$ cat config.mk
export PLATFORM = sky130hd
export DESIGN_NAME = kcs_front
export DESIGN_NICKNAME = d
export VERILOG_FILES = /design/src/design/kcs_pkg.sv /design/src/design/kcs_front.sv
export SDC_FILE = /design/constraint.sdc
export NUM_CORES = 1
export LEC_CHECK = 0
export ABC_AREA = 1
export BUFFER_PORTS_ARGS = -buffer_cell sky130_fd_sc_hd__buf_4
export CAP_MARGIN = 5
export CORE_ASPECT_RATIO = 0.5
export CORE_MARGIN = 5
export CORE_UTILIZATION = 49
export DETAILED_ROUTE_END_ITERATION = 8
export HOLD_SLACK_MARGIN = 0.06
export PLACE_DENSITY = 0.79
export SLEW_MARGIN = 0
export SYNTH_ARGS = -nofsm -noshare
export SYNTH_HDL_FRONTEND = slang
export SYNTH_SLANG_ARGS = --single-unit
$ cat constraint.sdc
create_clock -name clk -period 6.1 [get_ports clk]
set_input_delay 1.22 -clock clk [delete_from_list [all_inputs] [get_ports clk]]
set_output_delay 1.22 -clock clk [all_outputs]
set_load 0.02 [all_outputs]
$ cat src/design/kcs_pkg.sv
package kcs_pkg;

  // fixed field widths
  localparam int CODE_W    = 16;
  localparam int BIN_IN_W  = 10;
  localparam int BIN_W     = 12;  // wide enough for any bin count in range
  localparam int CNT_W     = 12;
  localparam int POP_W     = 17;
  localparam int KLEN_W    = 4;
  localparam int CFG_IDX_W = 2;
  localparam int CFG_W     = 12;

  // register indexes
  localparam logic [CFG_IDX_W-1:0] REG_KMER_LENGTH = 2'd0;
  localparam logic [CFG_IDX_W-1:0] REG_SAT_LIMIT   = 2'd1;

  // register reset values
  localparam logic [KLEN_W-1:0] KLEN_RESET = 4'd8;
  localparam logic [CNT_W-1:0]  SAT_RESET  = 12'd2500;

  // operation codes
  localparam logic FUNC_COUNT = 1'b0;
  localparam logic FUNC_QUERY = 1'b1;

  // command queue
  localparam int QDEPTH  = 2;
  localparam int QPTR_W  = 1;
  localparam int QFILL_W = 2;

  typedef struct packed {
    logic              func;
    logic [CODE_W-1:0] code;  // already masked to 2K bits
    logic [BIN_W-1:0]  bin;   // already clamped to the last bin
  } kcs_op_t;

  typedef struct packed {
    logic    valid;
    kcs_op_t op;
  } kcs_head_t;

  typedef struct packed {
    logic pop;
    logic clearing;
  } kcs_stat_t;

endpackage

$ cat src/design/kcs_front.sv
module kcs_front import kcs_pkg::*; #(
  parameter int MAX_K     = 8,
  parameter int HIST_BINS = 1024
) (
  input  logic                clk,
  input  logic                rst,
  input  logic                start,
  input  logic                func,
  input  logic [CODE_W-1:0]   kmer_code,
  input  logic [BIN_IN_W-1:0] bin_index,
  input  logic [KLEN_W-1:0]   kmer_length,
  input  kcs_stat_t           stat,
  output kcs_head_t           head,
  output logic                busy
);

  kcs_op_t             q [QDEPTH];
  logic [QPTR_W-1:0]   wr_ptr;
  logic [QPTR_W-1:0]   rd_ptr;
  logic [QFILL_W-1:0]  fill;
  logic                push;
  logic [KLEN_W-1:0]   k_eff;
  logic [31:0]         mask;
  logic [BIN_W:0]      bin_ext;
  kcs_op_t             op_in;

  assign busy = stat.clearing || (fill == QFILL_W'(QDEPTH));
  assign push = start && !busy;

  // classify: mask the code to 2K bits, clamp the bin
  always_comb begin
    k_eff   = (kmer_length > KLEN_W'(MAX_K)) ? KLEN_W'(MAX_K) : kmer_length;
    mask    = (32'd1 << {k_eff, 1'b0}) - 32'd1;
    bin_ext = (BIN_W+1)'(bin_index);
    op_in.func = func;
    op_in.code = kmer_code & mask[CODE_W-1:0];
    if (bin_ext >= (BIN_W+1)'(HIST_BINS)) begin
      op_in.bin = BIN_W'(HIST_BINS - 1);
    end else begin
      op_in.bin = bin_ext[BIN_W-1:0];
    end
  end

  always_ff @(posedge clk) begin
    if (push) begin
      q[wr_ptr] <= op_in;
    end
  end

  always_ff @(posedge clk) begin
    if (rst) begin
      wr_ptr <= '0;
      rd_ptr <= '0;
      fill   <= '0;
    end else begin
      if (push) begin
        wr_ptr <= wr_ptr + 1'b1;
      end
      if (stat.pop) begin
        rd_ptr <= rd_ptr + 1'b1;
      end
      if (push && !stat.pop) begin
        fill <= fill + 1'b1;
      end else if (!push && stat.pop) begin
        fill <= fill - 1'b1;
      end
    end
  end

  assign head.valid = (fill != '0);
  assign head.op    = q[rd_ptr];

  a_fill_bound: assert property (@(posedge clk) disable iff (rst)
    fill <= QFILL_W'(QDEPTH)) else $error("queue overfilled");
  a_pop_nonempty: assert property (@(posedge clk) disable iff (rst)
    stat.pop |-> fill != '0) else $error("pop from empty queue");

endmodule

# Word-level counts from Yosys, hierarchy flattened
# Memories as Yosys holds them, arrays and structs flattened. A register that Yosys moved wholly into a read port is not among the register bits.
# Cells that the tools add are included.
# totals
ff_bits,4
mem_bits_rw,54
inputBits,36
out_inout_bits,31
memories,1
# op_classes
n_addsub,5
n_lt_le_gt_ge,1
eq_ne,1
n_shift,1
muxes,7
bitwise_logic,1
n_reduce_logical,9
# mem_list
memory,words,width,read_ports,rd_ports_with_merged_regs,write_ports,line_no,source
q,2,27,1,1,1,kcs_front.sv:17,kcs_op_t q [QDEPTH];
# op_table
cell,n
$and A16 B16 Y16,1
$shl A1 B5 Y16 const A,1
$sub A16 B1 Y16 const B,1
$gt A4 B4 Y1 const B,1
$mux W1,4
$mux W2,2
$mux W4,1
$reduce_bool A2 Y1,2
$logic_and A1 B1 Y1,3
$logic_not A1 Y1,3
$add A1 B1 Y1 const B,2
$add A2 B1 Y2 const B,1
$eq A2 B2 Y1 const B,1
$sub A2 B1 Y2 const B,1
$logic_or A1 B1 Y1,1

# Logic depth before layout (Yosys ltp)
# Gate-level depths: netlist of run 1.
# depth
depth_word,8
mapped_depth,11

# Least setup slack after synthesis of run 1
# No wires, ideal clock.
# synth_path
path_type,input-to-reg
from,input stat[0] (netlist name)
to,"memory q[0][0] (netlist name), enable pin"
arrival_time_ns,2.580
required_ns,5.689
slack_ns,3.109
cell_stages,3
path_buffers,0
path_cell_list,inv_1 nand3_1 nor2_1
# synth_via
elab_chain_len,5
# synth_rtl
item,line_no,source
start: declaration,kcs_front.sv:12,"input kcs_stat_t stat,"
$logic_or A1 B1 Y1,kcs_front.sv:27,assign busy = stat.clearing || (fill == QFILL_W'(QDEPTH));
$logic_not A1 Y1,kcs_front.sv:28,assign push = start && !busy;
$logic_and A1 B1 Y1,kcs_front.sv:28,
$mux W1,kcs_front.sv:45,if (push) begin
$mux W1 (not written as such),kcs_front.sv:46,q[wr_ptr] <= op_in;
end: declaration,kcs_front.sv:17,
# Every way passes these cells.

==> results.toml, run 1 <==
[timing]
slew-limit-headroom_pct = 42.5
worst_pin_slew_ps = 863
setup_viol = 0
min_period_ps = 3030
fin_crit_sh_pct = 49.7
finalSetupTns_ps = 0
fin_skew_ps = 2.60
final-hold-violation-count = 0
slew_violations = 0
fmax_ghz = 0.330
rsz0062_at_grt = "false"

[layout]
finalNonFillerCells = 326
antenna_cells = 0
fin_nets = 289
syn_to_final_growth_pct = 26.6
drive_above_1_share_pct = 41.8

[synthesis]
ys_ff_latch = 59
muxShareOfSynthArea_pct = 14.9
yosysMostFrequentCell = "edfxtp_1"
yosys_warnings = 0
async_flop_share_pct = 0
synth_top_family_by_area = "multiplexers"
synthTopCellsByArea = "edfxtp_1, mux2_4, inv_1"
ys_types = 22
synthAdderAreaFrac_pct = 0.983
syn_inst = 178
synth_seq_area_share_pct = 67.6
synth_top_area_share_pct = 63.7
ys_dominant_reg_cell = "edfxtp_1"
synth_edf_count = 54
synthSimpleGateAreaFrac_pct = 7.42
synth.avg_cell_area_um2 = 14.3
synth_xor_area_share_pct = 0.344
synth_common_cells = "edfxtp_1, inv_1, nor2_1"
synth_area_um2 = 2540
synth_compound_area_share_pct = 1.67
yosysTopAreaCell = "edfxtp_1"

[place]
dp_hpwl_mm = 3.24
place_inst = 310
port_buffers = 64
gp_congestion = 0.803

[run_status]
status = "finished clean"

[pwr]
pwr-share-clk_pct = 30.6
leakagePower_nw = 1.40
p_per_area_nw_per_um2 = 278
combinationalPowerShare_pct = 16.0
ir_worst_vdd_mv = 0.140
internal_power_w = 0.000679
switching_power_w = 0.000218
p_seq_share_pct = 53.3
p_sw_share_pct = 24.3

[route]
wl_mm = 4.58
post_drt_wl_per_cell_um = 14.0
drc = 0
drt_iter0_markers = 107
via_per_inst = 4.61
num_vias = 1503
dr.pass1.iters = 4
ant_nets = 0

[clock_network]
cts_inserted_buffers = 9
clock-root-buffer = "clkbuf_8"
cts.sinks = 59
cts.repair.resized = 0
cts_tree = "done"
clk_path_buf_depth = 2
post_cts_buffers = 0
insertion_delay_ps = 320
clkSlewWorstSetupHoldPaths_ps = 60
cts_hold_buffers = 0
cts_max_level = 3

[global_routing]
gr-total-overflow = 0
grt_pass1_wl_mm = 7.29
grt_usage_pct = 14.6
grt_pass1_vias = 1633
antenna_found_initial = 0
grt_max_degree = 28

[floorplanning]
initial_core_util_pct = 51.1
die-area_um2 = 6820
rows = 18
dieWidth_um = 112
core_um2 = 4980
die_h_um = 61.0
pin_count = 67

[job]
drv_cap = 0

[worst_setup_path]
worst_path_largest_cell_delay_ps = 890
cpMaxStageDelayCell = "dfxtp_2"
worstSetupEndpointType = "output port"
worst-path-max-fanout = 27
cp.arrival_ps = 1810
path_cells = "mux2_2 -> buf_4"
critPathKind = "register to output port"
start_kind = "register"
crit_required_ps = 4880

[min_path]
hold_class = "register to register"
==> metal layers <==
| metal | track usage [%] | vias to the layer above | part of all wire [%] |
|---|---|---|---|
| li1 | - | 754 | - |
| met2 | 26.7 | 37 | 54 |
| met4 | 7.11 | 0 | 0.79 |
| met3 | 6.67 | 4 | 5.5 |
| met5 | 0 | - | 0 |
| met1 | 14.7 | 708 | 40 |
==> kinds of logic (layout without fill, tap and decap cells) <==
kind of cell	count (synthesis)	after routing
AND/OR/NAND/NOR	46	46
flip-flops	59	59
multiplexers	27	27
buffers and inverters	34	111
AO/OA/AOI/OAI	8	8
XOR/XNOR	1	1
other	1	2
adder cells (fa/ha/maj)	2	2
==> final timing paths <==
kind,start,to,slack (ps),cells past startpoint
min reg2reg,rd_ptr,rd_ptr,520,2
max,register,head[28],3070,2
max reg2reg,fill[0],fill[1],4560,9
min,rd_ptr,rd_ptr,520,2
==> power groups by stage <==
| stage | Combinational (W) | Clock, W | Sequential, W |
|---|---|---|---|
| 4_1_cts | 0.000146 | 0.000283 | 0.000478 |
| 3_3_place_gp | 0.000141 | 0 | 0.000485 |
| 6_report | 0.000144 | 0.000275 | 0.000478 |
| 5_1_grt | 0.000155 | 0.000308 | 0.000480 |
| 2_1_floorplan | 0.0000997 | 0 | 0.000476 |
| 3_5_place_dp | 0.000145 | 0 | 0.000487 |
==> registers in the layout, summed over array words and instances (netlist names), named ones only <==
register and flops:
fill 2, rd_ptr 1, q 54, wr_ptr 1
==> area by class of cell <==
type | instances | area, µm²
inverter | 29 | 109
multi-input combinational | 86 | 657
tap | 70 | 87.6
fill | 398 | 1750
clock inverter | 5 | 20.0
timing repair buffer | 66 | 495
sequential | 59 | 1720
clock buffer | 11 | 131
==> stage by stage <==
stage / setup slack, ps / utilization [%] / hold WS, ps / power [W] / area [µm²]
after detailed placement: 3290 / 61.7 / 501 / 0.000632 / 3070
after floorplan: 3110 / - / 480 / 0.000576 / 2550
after CTS: 3040 / 64.8 / 521 / 0.000907 / 3220
after global routing: 2970 / 64.8 / 566 / 0.000944 / 3220
final: 3070 / 64.8 / 520 / 0.000896 / 3220
after global placement: 3300 / 61.7 / 496 / 0.000626 / 3070
==> critical path, delay by kind of cell, from the launching register on <==
| kind | cells | cell delay [ps] |
|---|---|---|
| multiplexers | 1 | 420 |
| buffers and inverters | 1 | 160 |
| flip-flops | 1 | 890 |
==> layout by cell type (no fill, tap or decap) <==
master	netlist	final
nand4_1	1	1
clkinv_2	0	1
a31oi_1	1	1
conb_1	1	2
xnor2_1	1	1
clkbuf_1	0	2
nand3b_1	1	1
mux2_2	7	7
dfxtp_2	0	1
o21ai_0	3	3
nor2_2	1	3
inv_1	29	29
clkinv_1	0	4
a21oi_1	3	3
buf_4	2	66
nor2_1	22	20
edfxtp_1	54	54
nand2_1	16	16
dfxtp_1	5	4
mux2_4	20	20
and3_1	1	1
clkbuf_8	0	9
ha_1	2	2
nand3_1	4	4
o22ai_1	1	1
No activity file was read; power rests on OpenSTA's default activity.
==> run 2, diff against run 1 <==
clock period = 2.9 ns   (was 6.1 ns; I/O delays follow)
==> run 2 against run 1 <==
Compared with the run above: clock power rose to 2.6 times the previous value; die area did not move; non-clock buffer count rose by 2; sequential share of layout area fell by 0.94 points; routed wire length fell by 2.8%; setup slack got worse by 2400 ps; design area rose by 1.8%; clock skew rose by 4.1 ps; power rose by 120%; worst hold slack got worse by 100 ps; global-route usage fell by 0.76 points; largest cell class unchanged.
==> results.toml, run 2 (synthesis results as in run 1) <==
[floorplanning]
die_h_um = 61.0
core_um2 = 4980
pin_count = 67
die-area_um2 = 6820
initial_core_util_pct = 51.1
rows = 18
dieWidth_um = 112

[timing]
final-hold-violation-count = 0
min_period_ps = 2230
setup_viol = 0
slew_violations = 0
fin_skew_ps = 6.68
fin_crit_sh_pct = 76.8
finalSetupTns_ps = 0
rsz0062_at_grt = "false"
fmax_ghz = 0.449

[global_routing]
grt_max_degree = 28
grt_usage_pct = 13.8
grt_pass1_vias = 1538
gr-total-overflow = 0
grt_pass1_wl_mm = 7.01
antenna_found_initial = 0

[worst_setup_path]
cpMostUsedCell = "buf_4"
start_kind = "register"
path_cells = "buf_4 -> mux2_4 -> buf_4"
cp.arrival_ps = 1650
worst-path-max-fanout = 14
crit_buf_inv = 2
worst_path_largest_cell_delay_ps = 570
crit_required_ps = 2320
worstSetupEndpointType = "output port"
crit_family = "flip-flops"
cpMaxStageDelayCell = "dfxtp_2"
reg2reg_slack_ps = 1360
critPathKind = "register to output port"

[place]
port_buffers = 64
dp_hpwl_mm = 3.27
gp_congestion = 0.765

[clock_network]
cts_hold_buffers = 0
cts.repair.resized = 0
cts.sinks = 59
clock-root-buffer = "clkbuf_8"
clkSlewWorstSetupHoldPaths_ps = 60
post_cts_buffers = 0
cts_inserted_buffers = 9
insertion_delay_ps = 320
clk_path_buf_depth = 2
cts_max_level = 3
cts_tree = "done"

[layout]
layout_commonest_cell = "buf_4"
top_register = "q"
drive_above_1_share_pct = 44.2
antenna_cells = 0
fin_nets = 291
final_cell_mix = "buf_4, edfxtp_1, inv_1"
nFillCells = 348
largest_register_ff_count = 54
post-route-util_pct = 65.9
reg_top3 = "q x54, fill x2"
syn_to_final_growth_pct = 28.9

[route]
via_per_inst = 4.66
dr.pass1.iters = 4
ant_nets = 0
drc = 0
wl_mm = 4.45
drt_iter0_markers = 106
num_vias = 1528
post_drt_wl_per_cell_um = 13.6

[pwr]
p_per_area_nw_per_um2 = 614
leakagePower_nw = 1.43
ir_worst_vdd_mv = 0.289

[run_status]
status = "finished clean"

[min_path]
hold_class = "input pin to register"

[job]
drv_cap = 0
## run 2: cell types whose count changed in the layout (fill, tap and decap cells not counted)
cell,delta
buf_4,+2
bufinv_16,+1
clkbuf_1,-1
clkbuf_8,+1
clkinv_1,-4
clkinv_2,+2
clkinvlp_4,+1
## run 2: per-stage QoR
stage / setup slack, ps / total power (W) / hold slack [ps] / std cells / area (µm²)
after CTS: 631 / 0.00204 / 396 / 328 / 3280
after detailed placement: 838 / 0.00133 / 537 / 312 / 3090
final: 672 / 0.00201 / 417 / 328 / 3280
after global routing: 593 / 0.00212 / 396 / 328 / 3280
after floorplan: 549 / 0.00121 / 480 / 179 / 2550
after global placement: 912 / 0.00132 / 499 / 312 / 3090
## run 2: worst reg2reg max path, stage by stage (launching register included)
cell	delay [ps]
dfxtp_1	310
inv_1	120
nand2_1	80
nand3_1	190
inv_1	80
ha_1	310
nand3b_1	190
nand2_1	70
nand2_1	50
nor2_1	80
## run 2: layer usage
layer / track usage (%) / up-vias / part of all wire, % / wire length (µm)
met3: 6.27 / 4 / 6.9 / 309
met2: 27.0 / 52 / 55 / 2450
met1: 13.0 / 716 / 37 / 1660
li1: - / 756 / - / -
met5: 0 / - / 0 / 0
met4: 5.72 / 0 / 0.70 / 31
## run 2: path summary, 6_finish.rpt
kind / from / end / cells after the start
max reg2reg: fill[0] / fill[1] / 9
min: rst / register / 2
min reg2reg: fill[0] / fill[0] / 2
max: register / head[12] / 3
## run 2: layout make-up
class	instances	area [µm²]	share of cell area (%)
Clock buffer	11	141	4.31
Timing Repair Buffer	68	510	15.6
Clock inverter	5	52.6	1.60
Tap cell	70	87.6	2.67
Multi-Input combinational cell	86	657	20.0
Sequential cell	59	1720	52.5
Inverter	29	109	3.32
## run 2: power by group
part	switching (W)	internal [W]	leakage (nW)
Sequential	0.0000193	0.000975	0.539
Clock	0.000290	0.000415	0.0991
Combinational	0.000158	0.000157	0.796
Total	0.000467	0.00155	1.43
==> run 3, diff against run 2 <==
clock period = 2.2 ns   (was 2.9 ns; I/O delays follow)
==> run 3 against run 2 <==
Compared with the run above: flip-flop and latch count stayed put; routed wire length is 8.4% higher; register-to-register slack worse by 730 ps; clock power is 46% higher; design area is 0.42% higher; via count is 1.0% higher; power is 37% higher; first-iteration DRC count is 36% lower; critical path depth stayed put.
==> results.toml, run 3 (synthesis results as in run 1) <==
[run_status]
status = "finished clean"

[worst_setup_path]
reg2reg_from = "fill[0]"
r2r_cells = 9
cp.arrival_ps = 1470
worst-path-max-fanout = 14
crit_required_ps = 1760
r2r_end = "fill[1]"
start_kind = "register"
worstSetupEndpointType = "output port"
critPathKind = "register to output port"
reg2reg_slack_ps = 630
crit_end = "head[26]"

[timing]
rsz0062_at_grt = "false"
final-hold-violation-count = 0
fin_skew_ps = 6.71
fin_crit_sh_pct = 86.7
setup_viol = 0
hold_ws_ps = 284
finalSetupTns_ps = 0
min_period_ps = 1910
fmax_ghz = 0.525
slew_violations = 0

[layout]
drive_above_1_share_pct = 43.4
syn_to_final_growth_pct = 29.4
fin_nets = 291
layout_commonest_cell = "buf_4"
antenna_cells = 0
reg_top3 = "q x54, fill x2"
final_cell_mix = "buf_4, edfxtp_1, inv_1"
top_register = "q"
largest_register_ff_count = 54
nFillCells = 359
multi_input_area_um2 = 657
ff_latch_area_um2 = 1720
finalNonFillerCells = 328
final_area_um2 = 3290

[clock_network]
cts.sinks = 59
post_cts_buffers = 0
clock-root-buffer = "clkbuf_8"
cts_max_level = 3
clk_path_buf_depth = 2
clkSlewWorstSetupHoldPaths_ps = 60
insertion_delay_ps = 330
cts_tree = "done"
cts.repair.resized = 0
cts_inserted_buffers = 9
cts_hold_buffers = 0

[place]
port_buffers = 64
place_inst = 312
dp_hpwl_mm = 3.48
placed_area_um2 = 3090
gp_congestion = 0.801

[min_path]
worstHoldStart = "rst"
hold_class = "input pin to register"

[global_routing]
antenna_found_initial = 0
gr-total-overflow = 0
grt_pass1_vias = 1691
grt_max_degree = 28
grt_pass1_wl_mm = 7.51
grt_usage_pct = 15.0

[floorplanning]
dieWidth_um = 112
die-area_um2 = 6820
pin_count = 67
rows = 18
core_um2 = 4980
initial_core_util_pct = 51.1
die_h_um = 61.0

[route]
num_vias = 1544
via_per_inst = 4.71
drc = 0
ant_nets = 0
dr.pass1.iters = 4
wl_mm = 4.82
drt_iter0_markers = 68
post_drt_wl_per_cell_um = 14.7

[pwr]
leakagePower_nw = 1.44
fin_total_pwr_w = 0.00276
ir_worst_vdd_mv = 0.524
p_per_area_nw_per_um2 = 838

[job]
drv_cap = 0
-- run 3: cell count changes in the layout (fill, tap and decap cells not counted) --
cell,before,now
clkinv_1,0,2
clkinv_2,3,1
bufinv_16,1,2
clkbuf_8,10,9
-- run 3: worst min-delay path by stage --
stage          slack [ps]  depth (start not counted)  endpoint
2_1_floorplan         480                          2  register
3_3_place_gp          500                          2    rd_ptr
3_5_place_dp          510                          2    rd_ptr
4_1_cts               260                          2    rd_ptr
5_1_grt               270                          1   q[1][2]
6_report              280                          2    rd_ptr
-- run 3: per-stage QoR --
| stage | setup slack, ps | util (%) |
|---|---|---|
| detailed placement | 328 | 62.0 |
| global route | 216 | 66.2 |
| finish | 293 | 66.2 |
| floorplan | -11.1 | - |
| CTS | 257 | 66.2 |
| global placement | 468 | 62.0 |
-- run 3: metal layers --
layer | part of all wire, % | global-route usage [%] | vias up
li1 | - | - | 756
met1 | 39 | 13.8 | 735
met2 | 54 | 29.8 | 45
met3 | 5.5 | 5.68 | 8
met4 | 1.7 | 7.97 | 0
met5 | 0 | 0 | -
-- run 3: worst max-delay path, cell delays in order (launching register included) --
cell and delay (ps):
dfxtp_2 350, buf_4 260, mux2_2 370, buf_4 160
-- run 3: area by class of cell --
class                      count  area share [%]
tap                           70            2.66
inverter                      29            3.30
multi-input combinational     86            19.9
sequential                    59            52.3
timing repair buffer          68            15.5
clock buffer                  10            3.87
clock inverter                 6            2.43
-- run 3: power by group --
part	switching (W)	internal, W
Clock	0.000404	0.000628
Sequential	0.0000156	0.00129
Combinational	0.000222	0.000207
